`config.mk`:
```
export PLATFORM = sky130hd
export DESIGN_NAME = ffsa_cell
export DESIGN_NICKNAME = d
export VERILOG_FILES = /design/src/sv/ffsa_pkg.sv /design/src/sv/ffsa_cell.sv
export SDC_FILE = /design/constraint.sdc
export NUM_CORES = 1
export LEC_CHECK = 0
export BUFFER_PORTS_ARGS = -buffer_cell sky130_fd_sc_hd__buf_2
export CORE_AREA = 8 8 140 142
export CTS_CLUSTER_SIZE = 30
export DETAILED_ROUTE_END_ITERATION = 10
export DIE_AREA = 0 0 148 150
export GPL_ROUTABILITY_DRIVEN = 0
export RECOVER_POWER = 50
export SETUP_SLACK_MARGIN = 0.02
export SKIP_CTS_REPAIR_TIMING = 1
export SLEW_MARGIN = 5
export SYNTH_ARGS = -nofsm -noshare
export SYNTH_HDL_FRONTEND = slang
export SYNTH_SLANG_ARGS = --single-unit
```
`constraint.sdc`:
```
create_clock -name clk -period 3.85 [get_ports clk]
set_input_delay 0.77 -clock clk [delete_from_list [all_inputs] [get_ports clk]]
set_output_delay 0.77 -clock clk [all_outputs]
set_load 0.1 [all_outputs]
```
`src/sv/ffsa_pkg.sv`:
```
package ffsa_pkg;

    localparam int DATA_W = 16;

    localparam logic [DATA_W-1:0] RST_BASE = 16'd4096;
    localparam logic [DATA_W-1:0] RST_LEN  = 16'd32767;
    localparam logic [DATA_W-1:0] RST_END  = 16'd36863;
    localparam logic [DATA_W-1:0] SEG_NONE = 16'h0000;

    localparam logic [1:0] STATUS_OK      = 2'd0;
    localparam logic [1:0] STATUS_NO_FIT  = 2'd1;
    localparam logic [1:0] STATUS_OVERLAP = 2'd2;
    localparam logic [1:0] STATUS_FULL    = 2'd3;

    localparam logic OP_ALLOC = 1'b0;
    localparam logic OP_FREE  = 1'b1;

    localparam logic REG_HEAP_BASE = 1'b0;
    localparam logic REG_HEAP_SIZE = 1'b1;

    typedef enum logic [2:0] {
        CMD_NONE,
        CMD_LOAD,
        CMD_CARVE,
        CMD_REMOVE,
        CMD_MERGE_BOTH,
        CMD_MERGE_NEXT,
        CMD_MERGE_PREV,
        CMD_INSERT
    } cmd_op_t;

    typedef enum logic [2:0] {
        ST_IDLE,
        ST_SEARCH,
        ST_DECIDE,
        ST_SWEEP,
        ST_FINISH
    } state_t;

    typedef struct packed {
        cmd_op_t           op;
        logic              capture;
        logic              free_mode;
        logic              load_valid;
        logic [DATA_W-1:0] size;
        logic [DATA_W-1:0] seg;
    } cmd_t;

endpackage

```
`src/sv/ffsa_cell.sv`:
```
module ffsa_cell
    import ffsa_pkg::*;
#(
    parameter bit FIRST = 1'b0
)
(
    input  logic              clk,
    input  logic              rst_n,
    input  cmd_t              cmd,
    input  logic [DATA_W-1:0] left_start,
    input  logic [DATA_W-1:0] left_len,
    input  logic              left_valid,
    input  logic [DATA_W-1:0] right_start,
    input  logic [DATA_W-1:0] right_len,
    input  logic              right_valid,
    input  logic              before_in,
    output logic              before_out,
    input  logic              first_right,
    output logic              first_now,
    output logic              prev_now,
    output logic [DATA_W-1:0] start,
    output logic [DATA_W-1:0] len,
    output logic              valid,
    input  logic [DATA_W-1:0] m_in,
    output logic [DATA_W-1:0] m_out
);

    logic [DATA_W-1:0] start_reg, start_next;
    logic [DATA_W-1:0] len_reg, len_next;
    logic              valid_reg, valid_next;
    logic              is_j_reg, after_reg, is_prev_reg;
    logic [DATA_W-1:0] m_reg;
    logic              hit;

    assign hit = cmd.free_mode ? (!valid_reg || start_reg >= cmd.seg)
                               : (valid_reg && len_reg >= cmd.size);
    assign first_now  = hit && !before_in;
    assign before_out = before_in || hit;
    assign prev_now   = first_right;

    always_comb
    begin
        start_next = start_reg;
        len_next   = len_reg;
        valid_next = valid_reg;
        case (cmd.op)
            CMD_LOAD:
            begin
                if (FIRST)
                begin
                    start_next = cmd.load_valid ? cmd.seg : SEG_NONE;
                    len_next   = cmd.load_valid ? cmd.size : SEG_NONE;
                    valid_next = cmd.load_valid;
                end
                else
                begin
                    start_next = SEG_NONE;
                    len_next   = SEG_NONE;
                    valid_next = 1'b0;
                end
            end
            CMD_CARVE:
            begin
                if (is_j_reg)
                begin
                    start_next = start_reg + cmd.size;
                    len_next   = len_reg - cmd.size;
                end
            end
            CMD_REMOVE:
            begin
                if (is_j_reg || after_reg)
                begin
                    start_next = right_start;
                    len_next   = right_len;
                    valid_next = right_valid;
                end
            end
            CMD_MERGE_BOTH:
            begin
                if (is_prev_reg)
                    len_next = len_reg + cmd.size + right_len;
                if (is_j_reg || after_reg)
                begin
                    start_next = right_start;
                    len_next   = right_len;
                    valid_next = right_valid;
                end
            end
            CMD_MERGE_NEXT:
            begin
                if (is_j_reg)
                begin
                    start_next = cmd.seg;
                    len_next   = len_reg + cmd.size;
                end
            end
            CMD_MERGE_PREV:
            begin
                if (is_prev_reg)
                    len_next = len_reg + cmd.size;
            end
            CMD_INSERT:
            begin
                if (is_j_reg)
                begin
                    start_next = cmd.seg;
                    len_next   = cmd.size;
                    valid_next = 1'b1;
                end
                else if (after_reg)
                begin
                    start_next = left_start;
                    len_next   = left_len;
                    valid_next = left_valid;
                end
            end
            default:
            begin
                start_next = start_reg;
            end
        endcase
    end

    always_ff @(posedge clk or negedge rst_n)
    begin
        if (!rst_n)
        begin
            start_reg   <= FIRST ? RST_BASE : SEG_NONE;
            len_reg     <= FIRST ? RST_LEN : SEG_NONE;
            valid_reg   <= FIRST;
            is_j_reg    <= 1'b0;
            after_reg   <= 1'b0;
            is_prev_reg <= 1'b0;
            m_reg       <= SEG_NONE;
        end
        else
        begin
            start_reg <= start_next;
            len_reg   <= len_next;
            valid_reg <= valid_next;
            m_reg     <= (len_reg > m_in) ? len_reg : m_in;
            if (cmd.capture)
            begin
                is_j_reg    <= first_now;
                after_reg   <= before_in;
                is_prev_reg <= first_right;
            end
        end
    end

    assign start = start_reg;
    assign len   = len_reg;
    assign valid = valid_reg;
    assign m_out = m_reg;

endmodule

```
==> parameters.txt <==
Parameter                              Value

Setup path
  Required time at the endpoint of the critical path ... 4.11 ns
  Setup crit end kind ... flip-flop
  Worst setup startpoint ... cmd[16]
  Startpoint types ... input port
  Length in cells of the worst reg-to-reg path ... 19
  Worst EP arrival ... 4.44 ns
  CP Max Fanout ... 2
  Startpoint of the lowest-slack register-to-register path ... len[0]$_DFFE_PN0P_
  Critical path class ... input port to flip-flop
  Destination of the worst register-to-register timing path ... len[15]$_DFFE_PN0P_
  R2R setup slack ... -0.21 ns
  Destination of the critical timing path ... len[15]$_DFFE_PN0P_

Final layout
  Number of antenna diodes ... 0
  Signed area change from the synthesized netlist to the final layout ... 39.7%
  Non-Filler Instances ... 1358
  Share of cells above drive strength 1 ... 0.355
  Commonest non-fill, non-tap cells in the layout ... 146 x sky130_fd_sc_hd__buf_2, 142 x sky130_fd_sc_hd__buf_4, 84 x sky130_fd_sc_hd__ha_1
  Area used by multi-input combinational logic ... 5440 µm²
  Footprint of the flip-flops and latches ... 1310 µm²
  Most common cell after layout, fill and taps aside ... sky130_fd_sc_hd__buf_2
  Number of filler instances in the final layout ... 1679
  Post-layout nets ... 1350

Logic synthesis
  Number of warnings printed during yosys synthesis ... 0
  Register bit total from synthesis ... 52
  Synth async-reset ratio ... 1.00
  Number of distinct library cells after synthesis ... 64
  Part of the Yosys area used for sequential elements ... 0.192
  Average cell area after synthesis ... 8.07 µm²
  Number of synthesized flops with an enable pin ... 0
  Total nets after synthesis ... 1063
  Cell area after synthesis ... 6790 µm²
  Dominant register cell in the synthesized netlist ... sky130_fd_sc_hd__dfrtp_1
  Gate Count Post-Synth ... 841

Placed design
  Count of input and output buffers ... 174
  Final HPWL from detailed placement ... 21700 µm
  Placed insts ... 1339

Drt
  Number of search-and-repair iterations in the first detailed-routing pass ... 6
  Number of nets still failing antenna checks after routing ... 0
  Vias per std cell ... 5.66
  Post-detailed-routing wire length ... 27000 µm
  Number of design-rule violations left by the first detailed-router iteration ... 511
  Drt drc ... 0
  Routed wirelength normalized by instance count ... 19.9 µm
  Vias ... 7682

Timing
  Final Hold Violating Endpoints ... 0
  Minimum period implied by the final worst setup slack ... 4.18 ns
  Post-route setup slack ... -0.332 ns
  Final setup violating endpoints ... 2
  Slew margin rel. ... -0.750
  Max-slew violations ... 42
  Maximum clock frequency ... 239 MHz
  Clock skew after layout ... 0.0131 ns
  Slew at the pin closest to its max-slew limit ... 2.62 ns
  RSZ-0062 raised after global routing ... true
  Period utilization ... 1.09

Global routing
  Antenna violations before repair ... 1
  Aggregate global-route resource usage ... 0.234
  Maximum number of pins on one net before global-route repair ... 42
  Grt ovf ... 0
  Wire length of the first global-routing pass ... 40600 µm
  Vias in the first global route ... 7745

Clock tree
  Clock tree from TritonCTS ... built
  Clock slew seen by the registers of the worst setup and hold paths ... 0.09 ns
  Level count of the clock H-tree ... 2
  Clock latency of the later-clocked register in the worst-skew pair ... 0.32 ns
  CTS Root Buffer Type ... sky130_fd_sc_hd__clkbuf_16
  Deepest clock path buffer count ... 2
  Total clock buffers created by CTS ... 5
  Num Clock Sinks ... 52

Power and ir drop
  Internal power of the cells ... 3.81 mW
  Power share of the combinational group ... 0.819
  Switching power of the nets ... 4.71 mW
  Worst vdd ir ... 452 µV
  Power consumption ... 8.51 mW
  Power density over the cells ... 898 nW/µm²
  Static leakage ... 4.61 nW
  Share of power burned in registers ... 0.113
  Switching portion of total power ... 0.553
  Clock power share ... 0.067

Die
  Area enclosed by the die boundary ... 22200 µm²
  Die Y-Extent ... 150 µm
  Number of rows in the core area ... 49
  Std-Cell Core Area ... 17500 µm²
  Initial core utilization ... 0.387
  Ports ... 176
  Die boundary width ... 148 µm

Status
  Result of the run ... finished, violations left
  Failing checks ... max-capacitance violations, max-slew violations, negative setup slack

Hold path
  Number of stages on the worst hold path ... 2
  Hold Crit Class ... flip-flop to flip-flop

Run
  Count of maximum capacitance violations ... 1
[layout make-up]
class                           instances  area share
Clock inverter                          3     0.00488
Multi-Input combinational cell        673       0.574
Inverter                               78      0.0317
Tap cell                              229      0.0302
Timing Repair Buffer                  318       0.208
Sequential cell                        52       0.138
Clock buffer                            5      0.0132
[cells in the mapped netlist, types with 10 or more instances]
master | instances | area share
sky130_fd_sc_hd__a221oi_1 | 13 | 0.017
sky130_fd_sc_hd__nand3_1 | 14 | 0.010
sky130_fd_sc_hd__mux2_2 | 20 | 0.033
sky130_fd_sc_hd__a31oi_1 | 10 | 0.0092
sky130_fd_sc_hd__ha_1 | 94 | 0.17
sky130_fd_sc_hd__dfrtp_1 | 52 | 0.19
sky130_fd_sc_hd__mux2i_1 | 17 | 0.025
sky130_fd_sc_hd__a222oi_1 | 15 | 0.022
sky130_fd_sc_hd__a21o_1 | 19 | 0.021
sky130_fd_sc_hd__nor2b_1 | 12 | 0.011
sky130_fd_sc_hd__o211ai_1 | 10 | 0.011
sky130_fd_sc_hd__clkbuf_1 | 32 | 0.018
sky130_fd_sc_hd__a22o_1 | 12 | 0.015
sky130_fd_sc_hd__o21ai_0 | 67 | 0.049
sky130_fd_sc_hd__o22ai_1 | 10 | 0.0092
sky130_fd_sc_hd__o221ai_1 | 11 | 0.014
sky130_fd_sc_hd__nand2b_1 | 13 | 0.012
sky130_fd_sc_hd__a21oi_1 | 65 | 0.048
sky130_fd_sc_hd__nand2_1 | 51 | 0.028
sky130_fd_sc_hd__nor2_1 | 54 | 0.030
sky130_fd_sc_hd__o21bai_1 | 12 | 0.013
sky130_fd_sc_hd__xnor2_1 | 29 | 0.037
sky130_fd_sc_hd__a211oi_1 | 17 | 0.019
sky130_fd_sc_hd__inv_1 | 77 | 0.043
sky130_fd_sc_hd__xor2_1 | 15 | 0.019
[per-layer routing]
layer  global-route usage  part of all wire  vias to the layer above
li1                     -                 -                     3713
met1                0.291              0.42                     3630
met2                0.395              0.48                      285
met3               0.0460             0.070                       52
met4               0.0816             0.030                        2
met5                    0           0.00033                        -
[worst max-delay path, cell delays in order]
cell and delay [ns]:
sky130_fd_sc_hd__buf_8 0.08, sky130_fd_sc_hd__ha_4 0.12, sky130_fd_sc_hd__inv_2 0.04, sky130_fd_sc_hd__fa_2 0.37
sky130_fd_sc_hd__o21bai_1 0.20, sky130_fd_sc_hd__a21oi_2 0.10, sky130_fd_sc_hd__buf_4 0.14, sky130_fd_sc_hd__o21ai_2 0.17
sky130_fd_sc_hd__a31oi_2 0.13, sky130_fd_sc_hd__a21oi_2 0.18, sky130_fd_sc_hd__xnor2_2 0.15, sky130_fd_sc_hd__ha_1 0.28
sky130_fd_sc_hd__a21o_1 0.21, sky130_fd_sc_hd__a21oi_2 0.18, sky130_fd_sc_hd__nand4b_1 0.20, sky130_fd_sc_hd__a31oi_4 0.28
sky130_fd_sc_hd__and2_4 0.18, sky130_fd_sc_hd__mux2i_2 0.07, sky130_fd_sc_hd__or4_4 0.51, sky130_fd_sc_hd__nand3_2 0.06
[logic make-up after synthesis]
group | after synthesis | share of synthesized area
DFF | 52 | 0.192
buffers and inverters | 116 | 0.0668
muxes | 37 | 0.0583
AOI/OAI and AO/OA | 306 | 0.304
adders and majority gates | 98 | 0.185
xor gates and xnor gates | 44 | 0.0568
and+or+nand+nor | 188 | 0.137
[power groups by stage]
stage	registers, mW	clock network (mW)	logic [mW]
3_3_place_gp	0.960	0	6.28
5_1_grt	0.989	0.596	7.47
6_report	0.963	0.574	6.98
3_5_place_dp	0.960	0	6.33
4_1_cts	0.949	0.582	6.36
2_1_floorplan	2.31	0	2.99
[worst min path at each step]
stage                               start                     to  slack [ns]
floorplan                           rst_n  after_reg$_DFFE_PN0P_        0.47
global placement     start[0]$_DFFE_PN0P_   start[0]$_DFFE_PN0P_        0.54
detailed placement   start[0]$_DFFE_PN0P_   start[0]$_DFFE_PN0P_        0.54
CTS                  start[0]$_DFFE_PN0P_   start[0]$_DFFE_PN0P_        0.56
global route         start[0]$_DFFE_PN0P_   start[0]$_DFFE_PN0P_        0.57
finish              start[12]$_DFFE_PN0P_  start[12]$_DFFE_PN0P_        0.55
[metrics by stage]
step / setup WS [ns] / instance area [µm²] / util / setup TNS [ns] / hold slack, ns
3_5_place_dp: -0.699 / 8830 / 0.503 / -3.86 / 0.544
4_1_cts: -0.389 / 9000 / 0.513 / -1.74 / 0.565
5_1_grt: -0.416 / 9480 / 0.541 / -0.948 / 0.571
3_3_place_gp: -0.602 / 8830 / 0.503 / -3.52 / 0.540
2_1_floorplan: -0.210 / 6830 / - / -0.210 / 0.474
6_report: -0.332 / 9480 / 0.541 / -0.432 / 0.554
Note: power is estimated with default switching activity, not from simulation.
